==> src/design/tsfm_pkg.sv <==
// Shared types, widths and pipeline stage map of the touch sample filter.
`timescale 1ns / 1ps
package tsfm_pkg;

   localparam int ADC_BITS         = 12;
   localparam int SAMPLES_PER_AXIS = 5;
   localparam int REG_W            = 12;

   // trimmed mean: drop min and max, divide the rest by a reciprocal multiply
   localparam int TRIM_CNT = SAMPLES_PER_AXIS - 2;
   localparam int SUM_W    = ADC_BITS + $clog2(SAMPLES_PER_AXIS);
   localparam int RECIP_SH = SUM_W + $clog2(TRIM_CNT);
   localparam int RECIP_W  = RECIP_SH + 1;
   localparam logic [RECIP_W-1:0] RECIP =
      RECIP_W'(((64'd1 << RECIP_SH) + TRIM_CNT - 1) / TRIM_CNT);
   localparam int PROD_W   = SUM_W + RECIP_W;

   localparam int VAL_W      = (ADC_BITS > REG_W) ? ADC_BITS : REG_W;
   localparam int NUM_W      = VAL_W + REG_W;
   localparam int DIV_STAGES = REG_W;

   // stage map
   localparam int ST_MINMAX  = 0;
   localparam int ST_TRIM    = 1;
   localparam int ST_MEAN    = 2;
   localparam int ST_CLAMP   = 3;
   localparam int ST_PROD    = 4;
   localparam int ST_DIV0    = 5;
   localparam int ST_OUT     = ST_DIV0 + DIV_STAGES;
   localparam int NUM_STAGES = ST_OUT + 1;

   localparam int CSR_ADDR_W = 3;

   typedef enum logic [CSR_ADDR_W-1:0] {
      REG_CAL_X_MIN     = 3'd0,
      REG_CAL_X_MAX     = 3'd1,
      REG_CAL_Y_MIN     = 3'd2,
      REG_CAL_Y_MAX     = 3'd3,
      REG_SCREEN_WIDTH  = 3'd4,
      REG_SCREEN_HEIGHT = 3'd5
   } csr_index_type;

   typedef logic [ADC_BITS-1:0] sample_type;
   typedef logic [SAMPLES_PER_AXIS-1:0][ADC_BITS-1:0] sample_array_type;
   typedef logic [REG_W-1:0] reg_type;
   typedef logic [VAL_W-1:0] val_type;

   typedef struct packed {
      reg_type lo;
      reg_type hi;
      reg_type size;
   } axis_cfg_type;

   typedef struct packed {
      logic [NUM_STAGES-1:0] load;
   } pipe_ctl_type;

   typedef struct packed {
      logic    in_win;
      reg_type quot;
   } lane_res_type;

endpackage

==> src/design/touch_sample_filter_and_map_core.sv <==
// Top level of the resistive touch sample filter and screen mapper.
`timescale 1ns / 1ps
//
// Usage:
//  - req_ channel: one item = pen_down plus five raw samples per axis.
//    An item is taken at a clock edge with req_valid high and req_stall low.
//  - rsp_ channel: one item per request: pressed, screen_x, screen_y.
//    Taken at an edge with rsp_valid high and rsp_stall low.
//  - csr_ port: write csr_wdata to register csr_addr when csr_we is high.
//    Indexes above screen_height are dropped. Write only while idle.
//  - Throughput: one item per cycle while the receiver does not stall; the
//    pipeline depth is set mostly by the 12-stage pipelined divider
//    (one quotient bit per stage) that scales each axis.
//  - Two lanes (X and Y) run side by side; a merge stage combines them.
//  - Stall: each stage moves when the one after it is empty or moving, so
//    bubbles close up behind a stalled result; req_stall rises only when
//    every stage holds an item and the receiver stalls.
//  - Reset (synchronous): pipeline emptied, calibration back to defaults
//    (window 200..3900 on both axes, 240 x 320 screen).
module touch_sample_filter_and_map_core (
   input  logic                 clock,
   input  logic                 reset,
   input  logic                 req_valid,
   output logic                 req_stall,
   input  logic                 req_pen_down,
   input  tsfm_pkg::sample_type req_x_sample_0,
   input  tsfm_pkg::sample_type req_x_sample_1,
   input  tsfm_pkg::sample_type req_x_sample_2,
   input  tsfm_pkg::sample_type req_x_sample_3,
   input  tsfm_pkg::sample_type req_x_sample_4,
   input  tsfm_pkg::sample_type req_y_sample_0,
   input  tsfm_pkg::sample_type req_y_sample_1,
   input  tsfm_pkg::sample_type req_y_sample_2,
   input  tsfm_pkg::sample_type req_y_sample_3,
   input  tsfm_pkg::sample_type req_y_sample_4,
   output logic                 rsp_valid,
   input  logic                 rsp_stall,
   output logic                 rsp_pressed,
   output tsfm_pkg::reg_type    rsp_screen_x,
   output tsfm_pkg::reg_type    rsp_screen_y,
   input  logic                 csr_we,
   input  logic [tsfm_pkg::CSR_ADDR_W-1:0] csr_addr,
   input  tsfm_pkg::reg_type    csr_wdata
);
   import tsfm_pkg::*;

   localparam reg_type CAL_MIN_RST = 12'd200;
   localparam reg_type CAL_MAX_RST = 12'd3900;
   localparam reg_type WIDTH_RST   = 12'd240;
   localparam reg_type HEIGHT_RST  = 12'd320;

   // calibration registers
   reg_type x_min_ff, x_max_ff, y_min_ff, y_max_ff, scr_w_ff, scr_h_ff;

   always_ff @(posedge clock) begin
      if (reset) begin
         x_min_ff <= CAL_MIN_RST;
         x_max_ff <= CAL_MAX_RST;
         y_min_ff <= CAL_MIN_RST;
         y_max_ff <= CAL_MAX_RST;
         scr_w_ff <= WIDTH_RST;
         scr_h_ff <= HEIGHT_RST;
      end else if (csr_we) begin
         unique case (csr_addr)
            REG_CAL_X_MIN:     x_min_ff <= csr_wdata;
            REG_CAL_X_MAX:     x_max_ff <= csr_wdata;
            REG_CAL_Y_MIN:     y_min_ff <= csr_wdata;
            REG_CAL_Y_MAX:     y_max_ff <= csr_wdata;
            REG_SCREEN_WIDTH:  scr_w_ff <= csr_wdata;
            REG_SCREEN_HEIGHT: scr_h_ff <= csr_wdata;
            default: ;
         endcase
      end
   end

   // stage occupancy and move chain
   logic [NUM_STAGES-1:0] valid_ff, valid_in;
   logic [NUM_STAGES-1:0] move;
   pipe_ctl_type          ctl;

   always_comb begin
      move[NUM_STAGES-1] = !valid_ff[NUM_STAGES-1] || !rsp_stall;
      for (int k = NUM_STAGES - 2; k >= 0; k--) begin
         move[k] = !valid_ff[k] || move[k+1];
      end
   end

   always_comb begin
      valid_in = valid_ff;
      if (move[0]) valid_in[0] = req_valid;
      for (int k = 1; k < NUM_STAGES; k++) begin
         if (move[k]) valid_in[k] = valid_ff[k-1];
      end
   end

   always_ff @(posedge clock) begin
      if (reset) valid_ff <= '0;
      else       valid_ff <= valid_in;
   end

   assign ctl.load  = move;
   assign req_stall = !move[0];
   assign rsp_valid = valid_ff[ST_OUT];

   // pen level rides alongside the lanes
   logic pen_ff [ST_OUT];

   always_ff @(posedge clock) begin
      if (move[0]) pen_ff[0] <= req_pen_down;
      for (int k = 1; k < ST_OUT; k++) begin
         if (move[k]) pen_ff[k] <= pen_ff[k-1];
      end
   end

   sample_array_type x_samples, y_samples;
   axis_cfg_type     x_cfg, y_cfg;
   lane_res_type     x_res, y_res;

   assign x_samples = {req_x_sample_4, req_x_sample_3, req_x_sample_2,
                       req_x_sample_1, req_x_sample_0};
   assign y_samples = {req_y_sample_4, req_y_sample_3, req_y_sample_2,
                       req_y_sample_1, req_y_sample_0};

   // raw X drives screen_y (height), raw Y drives screen_x (width)
   assign x_cfg = '{lo: x_min_ff, hi: x_max_ff, size: scr_h_ff};
   assign y_cfg = '{lo: y_min_ff, hi: y_max_ff, size: scr_w_ff};

   tsfm_lane u_lane_x (
      .clock   (clock),
      .ctl     (ctl),
      .cfg     (x_cfg),
      .samples (x_samples),
      .res     (x_res)
   );

   tsfm_lane u_lane_y (
      .clock   (clock),
      .ctl     (ctl),
      .cfg     (y_cfg),
      .samples (y_samples),
      .res     (y_res)
   );

   tsfm_merge u_merge (
      .clock         (clock),
      .ctl           (ctl),
      .pen           (pen_ff[ST_OUT-1]),
      .res_x         (x_res),
      .res_y         (y_res),
      .screen_width  (scr_w_ff),
      .screen_height (scr_h_ff),
      .pressed       (rsp_pressed),
      .screen_x      (rsp_screen_x),
      .screen_y      (rsp_screen_y)
   );

   // input side backs up only when the whole pipe is full and held
   assert property (@(posedge clock) disable iff (reset)
      req_stall |-> ((&valid_ff) && rsp_stall))
      else $error("req_stall without a full, stalled pipeline");

   assert property (@(posedge clock) reset |=> !rsp_valid)
      else $error("result valid right after reset");

   assert property (@(posedge clock) disable iff (reset)
      (rsp_valid && !rsp_pressed) |-> (rsp_screen_x == '0 && rsp_screen_y == '0))
      else $error("nonzero coordinates without a touch");

   assert property (@(posedge clock) disable iff (reset)
      (rsp_valid && rsp_pressed && scr_w_ff != '0 && scr_h_ff != '0) |->
      (rsp_screen_x < scr_w_ff && rsp_screen_y < scr_h_ff))
      else $error("coordinate beyond screen size");

endmodule

==> src/design/tsfm_div.sv <==
// Pipelined restoring divider, one quotient bit per stage.
`timescale 1ns / 1ps
module tsfm_div (
   input  logic                    clock,
   input  tsfm_pkg::pipe_ctl_type  ctl,
   input  logic [tsfm_pkg::NUM_W-1:0] num,
   input  tsfm_pkg::val_type       dvs,
   input  logic                    tag,
   output tsfm_pkg::lane_res_type  res
);
   import tsfm_pkg::*;

   logic [NUM_W-1:0] rem_ff  [DIV_STAGES];
   reg_type          quot_ff [DIV_STAGES];
   val_type          dvs_ff  [DIV_STAGES];
   logic             tag_ff  [DIV_STAGES];

   for (genvar j = 0; j < DIV_STAGES; j++) begin : g_stage
      localparam int BIT = DIV_STAGES - 1 - j;
      logic [NUM_W-1:0] rem_prev;
      logic [NUM_W-1:0] trial;
      logic [NUM_W-1:0] rem_in;
      reg_type          quot_prev;
      reg_type          quot_in;
      val_type          dvs_prev;
      logic             tag_prev;

      if (j == 0) begin : g_first
         assign rem_prev  = num;
         assign quot_prev = '0;
         assign dvs_prev  = dvs;
         assign tag_prev  = tag;
      end else begin : g_next
         assign rem_prev  = rem_ff[j-1];
         assign quot_prev = quot_ff[j-1];
         assign dvs_prev  = dvs_ff[j-1];
         assign tag_prev  = tag_ff[j-1];
      end

      assign trial = NUM_W'(dvs_prev) << BIT;

      always_comb begin
         if (rem_prev >= trial) begin
            rem_in  = rem_prev - trial;
            quot_in = quot_prev | (REG_W'(1) << BIT);
         end else begin
            rem_in  = rem_prev;
            quot_in = quot_prev;
         end
      end

      always_ff @(posedge clock) begin
         if (ctl.load[ST_DIV0 + j]) begin
            rem_ff[j]  <= rem_in;
            quot_ff[j] <= quot_in;
            dvs_ff[j]  <= dvs_prev;
            tag_ff[j]  <= tag_prev;
         end
      end
   end

   assign res.in_win = tag_ff[DIV_STAGES-1];
   assign res.quot   = quot_ff[DIV_STAGES-1];

endmodule

==> src/design/tsfm_lane.sv <==
// One axis lane: trimmed mean, window test, clamp and scale to screen size.
`timescale 1ns / 1ps
module tsfm_lane (
   input  logic                       clock,
   input  tsfm_pkg::pipe_ctl_type     ctl,
   input  tsfm_pkg::axis_cfg_type     cfg,
   input  tsfm_pkg::sample_array_type samples,
   output tsfm_pkg::lane_res_type     res
);
   import tsfm_pkg::*;

   sample_type       min_ff, min_in, max_ff, max_in;
   logic [SUM_W-1:0] sum_ff, sum_in;
   logic [SUM_W-1:0] tsum_ff, tsum_in;
   logic [PROD_W-1:0] prod;
   sample_type       mean_ff, mean_in;
   val_type          raw, lo, hi;
   val_type          clamp_ff, clamp_in;
   logic             win3_ff, win3_in, win4_ff;
   logic [NUM_W-1:0] num_ff, num_in;
   val_type          dvs_ff, dvs_in;

   assign lo = VAL_W'(cfg.lo);
   assign hi = VAL_W'(cfg.hi);

   // sorted-middle sum equals total minus min and max
   always_comb begin
      min_in = samples[0];
      max_in = samples[0];
      sum_in = SUM_W'(samples[0]);
      for (int i = 1; i < SAMPLES_PER_AXIS; i++) begin
         if (samples[i] < min_in) min_in = samples[i];
         if (samples[i] > max_in) max_in = samples[i];
         sum_in = sum_in + SUM_W'(samples[i]);
      end
   end

   assign tsum_in = sum_ff - SUM_W'(min_ff) - SUM_W'(max_ff);
   assign prod    = PROD_W'(tsum_ff) * PROD_W'(RECIP);
   assign mean_in = prod[RECIP_SH +: ADC_BITS];

   assign raw     = VAL_W'(mean_ff);
   assign win3_in = (raw >= lo) && (raw <= hi);

   // raise to min, then lower to max
   always_comb begin
      clamp_in = (raw <= lo) ? lo : raw;
      clamp_in = (clamp_in >= hi) ? hi : clamp_in;
   end

   // empty or inverted window maps to zero: 0 / 1
   always_comb begin
      if ((hi <= lo) || (clamp_ff < lo)) begin
         num_in = '0;
         dvs_in = VAL_W'(1);
      end else begin
         num_in = NUM_W'(clamp_ff - lo) * NUM_W'(cfg.size);
         dvs_in = hi - lo;
      end
   end

   always_ff @(posedge clock) begin
      if (ctl.load[ST_MINMAX]) begin
         min_ff <= min_in;
         max_ff <= max_in;
         sum_ff <= sum_in;
      end
      if (ctl.load[ST_TRIM]) tsum_ff <= tsum_in;
      if (ctl.load[ST_MEAN]) mean_ff <= mean_in;
      if (ctl.load[ST_CLAMP]) begin
         clamp_ff <= clamp_in;
         win3_ff  <= win3_in;
      end
      if (ctl.load[ST_PROD]) begin
         num_ff  <= num_in;
         dvs_ff  <= dvs_in;
         win4_ff <= win3_ff;
      end
   end

   tsfm_div u_div (
      .clock (clock),
      .ctl   (ctl),
      .num   (num_ff),
      .dvs   (dvs_ff),
      .tag   (win4_ff),
      .res   (res)
   );

endmodule

==> src/design/tsfm_merge.sv <==
// Merge of the two lanes: touch decision, mirror, cap and output register.
`timescale 1ns / 1ps
module tsfm_merge (
   input  logic                   clock,
   input  tsfm_pkg::pipe_ctl_type ctl,
   input  logic                   pen,
   input  tsfm_pkg::lane_res_type res_x,
   input  tsfm_pkg::lane_res_type res_y,
   input  tsfm_pkg::reg_type      screen_width,
   input  tsfm_pkg::reg_type      screen_height,
   output logic                   pressed,
   output tsfm_pkg::reg_type      screen_x,
   output tsfm_pkg::reg_type      screen_y
);
   import tsfm_pkg::*;

   function automatic reg_type cap(input reg_type v, input reg_type size);
      reg_type r;
      if (size == '0)     r = '0;
      else if (v >= size) r = size - REG_W'(1);
      else                r = v;
      return r;
   endfunction

   logic    pressed_ff, pressed_in;
   reg_type x_ff, x_in, y_ff, y_in;
   reg_type mirror;

   assign mirror     = (res_y.quot <= screen_width) ? screen_width - res_y.quot : '0;
   assign pressed_in = pen || (res_x.in_win && res_y.in_win);
   assign x_in       = pressed_in ? cap(mirror, screen_width) : '0;
   assign y_in       = pressed_in ? cap(res_x.quot, screen_height) : '0;

   always_ff @(posedge clock) begin
      if (ctl.load[ST_OUT]) begin
         pressed_ff <= pressed_in;
         x_ff       <= x_in;
         y_ff       <= y_in;
      end
   end

   assign pressed  = pressed_ff;
   assign screen_x = x_ff;
   assign screen_y = y_ff;

endmodule
==> config.mk <==
export PLATFORM = sky130hd
export DESIGN_NAME = touch_sample_filter_and_map_core
export DESIGN_NICKNAME = d
export VERILOG_FILES = /design/src/design/tsfm_pkg.sv /design/src/design/touch_sample_filter_and_map_core.sv /design/src/design/tsfm_div.sv /design/src/design/tsfm_lane.sv /design/src/design/tsfm_merge.sv
export SDC_FILE = /design/constraint.sdc
export NUM_CORES = 2
export LEC_CHECK = 0
export ABC_AREA = 1
export BUFFER_PORTS_ARGS = -buffer_cell sky130_fd_sc_hd__buf_4
export CAP_MARGIN = 20
export CORE_ASPECT_RATIO = 0.7
export CORE_MARGIN = 2
export CORE_UTILIZATION = 60
export DETAILED_ROUTE_END_ITERATION = 10
export MAX_ROUTING_LAYER = met4
export PLACE_DENSITY = 0.85
export RECOVER_POWER = 50
export SKIP_LAST_GASP = 1
export SYNTH_ARGS = -nofsm -noshare
export SYNTH_HDL_FRONTEND = slang
export SYNTH_SLANG_ARGS = --single-unit
==> constraint.sdc <==
create_clock -name clock -period 39 [get_ports clock]
set_input_delay 3.9 -clock clock [delete_from_list [all_inputs] [get_ports clock]]
set_output_delay 3.9 -clock clock [all_outputs]
set_load 0.05 [all_outputs]
==> results.json <==
{
  "grt_pass1_wl_mm": 349.2,
  "r2r_start": "valid_ff[17]$_SDFFE_PP0P_",
  "slew_headroom": -0.4673,
  "critPathMostFrequentCell": "nor2_2",
  "cts_resized": 0,
  "tns_ns": 0,
  "hp-class": "reg2reg",
  "grt_pass1_vias": 66230,
  "gp_congestion": 0.9689,
  "wl_per_cell_microns": 18.74,
  "fin_ws_ns": 18.69,
  "max_freq_mhz": 49.24,
  "routed_via_density": 5.700,
  "wl_met1_mm": 93.26,
  "finish.utilization": 0.6553,
  "fin_crit_sh": 0.5207,
  "status": "complete, but fails checks",
  "antenna_found_initial": 5,
  "synth.distinct_cells": 63,
  "coreArea_sq_um": 152500,
  "port_buffers": 167,
  "cp-end-kind": "output port",
  "path_clk_slew_ns": 0.06,
  "cts_max_level": 4,
  "clock-root-buffer": "clkbuf_16",
  "overflow": 0,
  "layout-drive-gt1-share": 0.04772,
  "tightest_slew_ns": 2.178,
  "reg2reg_depth": 34,
  "first_iter_violations": 6105,
  "postSynthAreaPerCell_sq_um": 9.935,
  "yosys-mux-area-fraction": 0.0004626,
  "cp-start-kind": "primary input",
  "dp_hpwl_mm": 168.4,
  "worstPathRequired_ns": 35.10,
  "synth_warnings": 0,
  "synth-xor-area-share": 0.04619,
  "final_common_cell": "inv_1",
  "die_width_microns": 471.9,
  "nNetsFinal": 11060,
  "rows": 120,
  "netlist_area_sq_um": 91960,
  "synth_top_flop_cell": "edfxtp_1",
  "critPathKind": "in2out",
  "max-cap-violations": 5,
  "n_fill_cell": 11180,
  "synth-simple-area-share": 0.1194,
  "post_cts_buffers": 0,
  "critPathMaxStageDelay_ns": 1.30,
  "cts_hold_buffers": 0,
  "cp.arrival_ns": 16.41,
  "synth_compound_area_frac": 0.09187,
  "rsz0062_at_grt": "no",
  "routed_wl_mm": 216.9,
  "die_y_microns": 331.5,
  "insertion_delay_ns": 0.80,
  "finalHoldViolCount": 0,
  "pre_cts_ws_ns": 22.81,
  "grt_max_degree": 87,
  "area_growth_pct": 8.708,
  "synth_edf_count": 1246,
  "synth_cells": 9256,
  "final_cells": 11570,
  "dr_total_vias": 65970,
  "ys_ff_latch": 1336,
  "crit_fanout": 85,
  "dp_cells": 11310,
  "synth_top_family_by_area": "adder cells",
  "ant_nets": 0,
  "groute.usage.overall": 0.2882,
  "drc": 0,
  "initial_core_util": 0.6028,
  "startpoint": "rsp_stall",
  "final_cell_mix": "inv_1, nand2_1, edfxtp_1, ha_1, a21oi_1",
  "cpMaxStageDelayCell": "clkinvlp_2",
  "cts_made_buffers": 136,
  "clock_path_buffers": 3,
  "wl_met2_mm": 99.95,
  "cts_tree": "done",
  "hold_depth": 0,
  "syn_nets": 10870,
  "seq_area_frac_synth": 0.4265,
  "violations": "max-capacitance violations, max-slew violations",
  "clock-sinks": 1336,
  "r2r_slack_ns": 26.01,
  "min_from": "u_lane_y.u_div.quot_ff[0][34]$_DFFE_PP_",
  "clock_skew_ns": 0.04163,
  "setup_viol": 0,
  "drv_slew": 151,
  "pin_count": 168,
  "wl_met3_mm": 18.12,
  "synthArstFlopShare": 0,
  "top_layer_used": "met4",
  "period_minus_slack_ns": 20.31,
  "drt_pre_antenna_iters": 8,
  "die-area_sq_um": 156500,
  "yosys.area_share.adder": 0.2417
}
per-layer routing:
metal  up-vias  GRT usage
met4         0    0.08115
met3       464    0.05235
met2      2695     0.4482
li1      31350          -
met5         -          -
met1     31460     0.3901
synth_stat cells (all sizes together), types with 36 or more instances:
cell	count	area, sq um
a21oi	698	3493
clkbuf	137	514.2
dfxtp	90	1802
edfxtp	1246	37420
fa	511	10230
ha	959	12000
inv	1637	6145
nand2	1422	5365
nand3	267	1356
nand4	87	544.3
nor2	638	2442
nor3	77	385.4
nor4	58	362.9
o21ai	551	2773
o21bai	36	270.3
xnor2	183	1603
xor2	302	2645
path summary, 6_finish.rpt:
kind | to
max | req_stall
max reg2reg | u_lane_y.max_ff[1]$_DFFE_PN_
min | u_lane_y.u_div.quot_ff[0][46]$_DFFE_PP_
min reg2reg | u_lane_y.u_div.quot_ff[0][46]$_DFFE_PP_
worst max-delay path: cells and delay by family:
| family | cells | cell delay (ns) |
|---|---|---|
| buf+inv | 18 | 7.59 |
| simple gates | 18 | 4.76 |
state kept, by name, indices dropped and copies added, names as in the netlist, 15 cells and up:
name	count
u_lane_y.num_ff	24
u_lane_y.sum_ff	15
u_lane_y.u_div.rem_ff	264
u_lane_y.u_div.dvs_ff	132
valid_ff	18
u_lane_x.num_ff	24
pen_ff	17
u_lane_x.u_div.quot_ff	78
u_lane_x.u_div.rem_ff	264
u_lane_y.u_div.quot_ff	78
u_lane_x.u_div.dvs_ff	132
u_lane_x.sum_ff	15
u_lane_x.tsum_ff	15
u_lane_y.tsum_ff	15
cells by family (layout without fill, tap and decap cells):
kind of cell             after synthesis  after routing
AND/OR/NAND/NOR                     2627           2627
buffers and inverters               1805           2104
AO/OA/AOI/OAI                       1529           1529
adder cells (fa/ha/maj)             1470           1470
flip-flops                          1336           1336
XOR/XNOR                             485            485
multiplexers                           4              4
other                                  0              4
final cells by class:
class / count / area, sq um / area share
antenna: 4 / 10.01 / 0.0001001
clock buffer: 175 / 3701 / 0.03702
clock inverter: 73 / 968.4 / 0.009688
inverter: 1652 / 6213 / 0.06216
multi-input combinational: 6115 / 45970 / 0.4599
sequential: 1336 / 39220 / 0.3923
tap: 2013 / 2519 / 0.02520
timing repair buffer: 204 / 1365 / 0.01366
through the flow:
stage	hold slack [ns]	cell area (sq um)
final	0.4128	99960
after global routing	0.4158	99960
after CTS	0.4181	100100
after detailed placement	0.4045	95440
after global placement	0.4011	95440
after floorplan	0.4003	91960
Power is not shown: default switching activity piles up to over one toggle a cycle in this logic, so the estimate is an artifact.
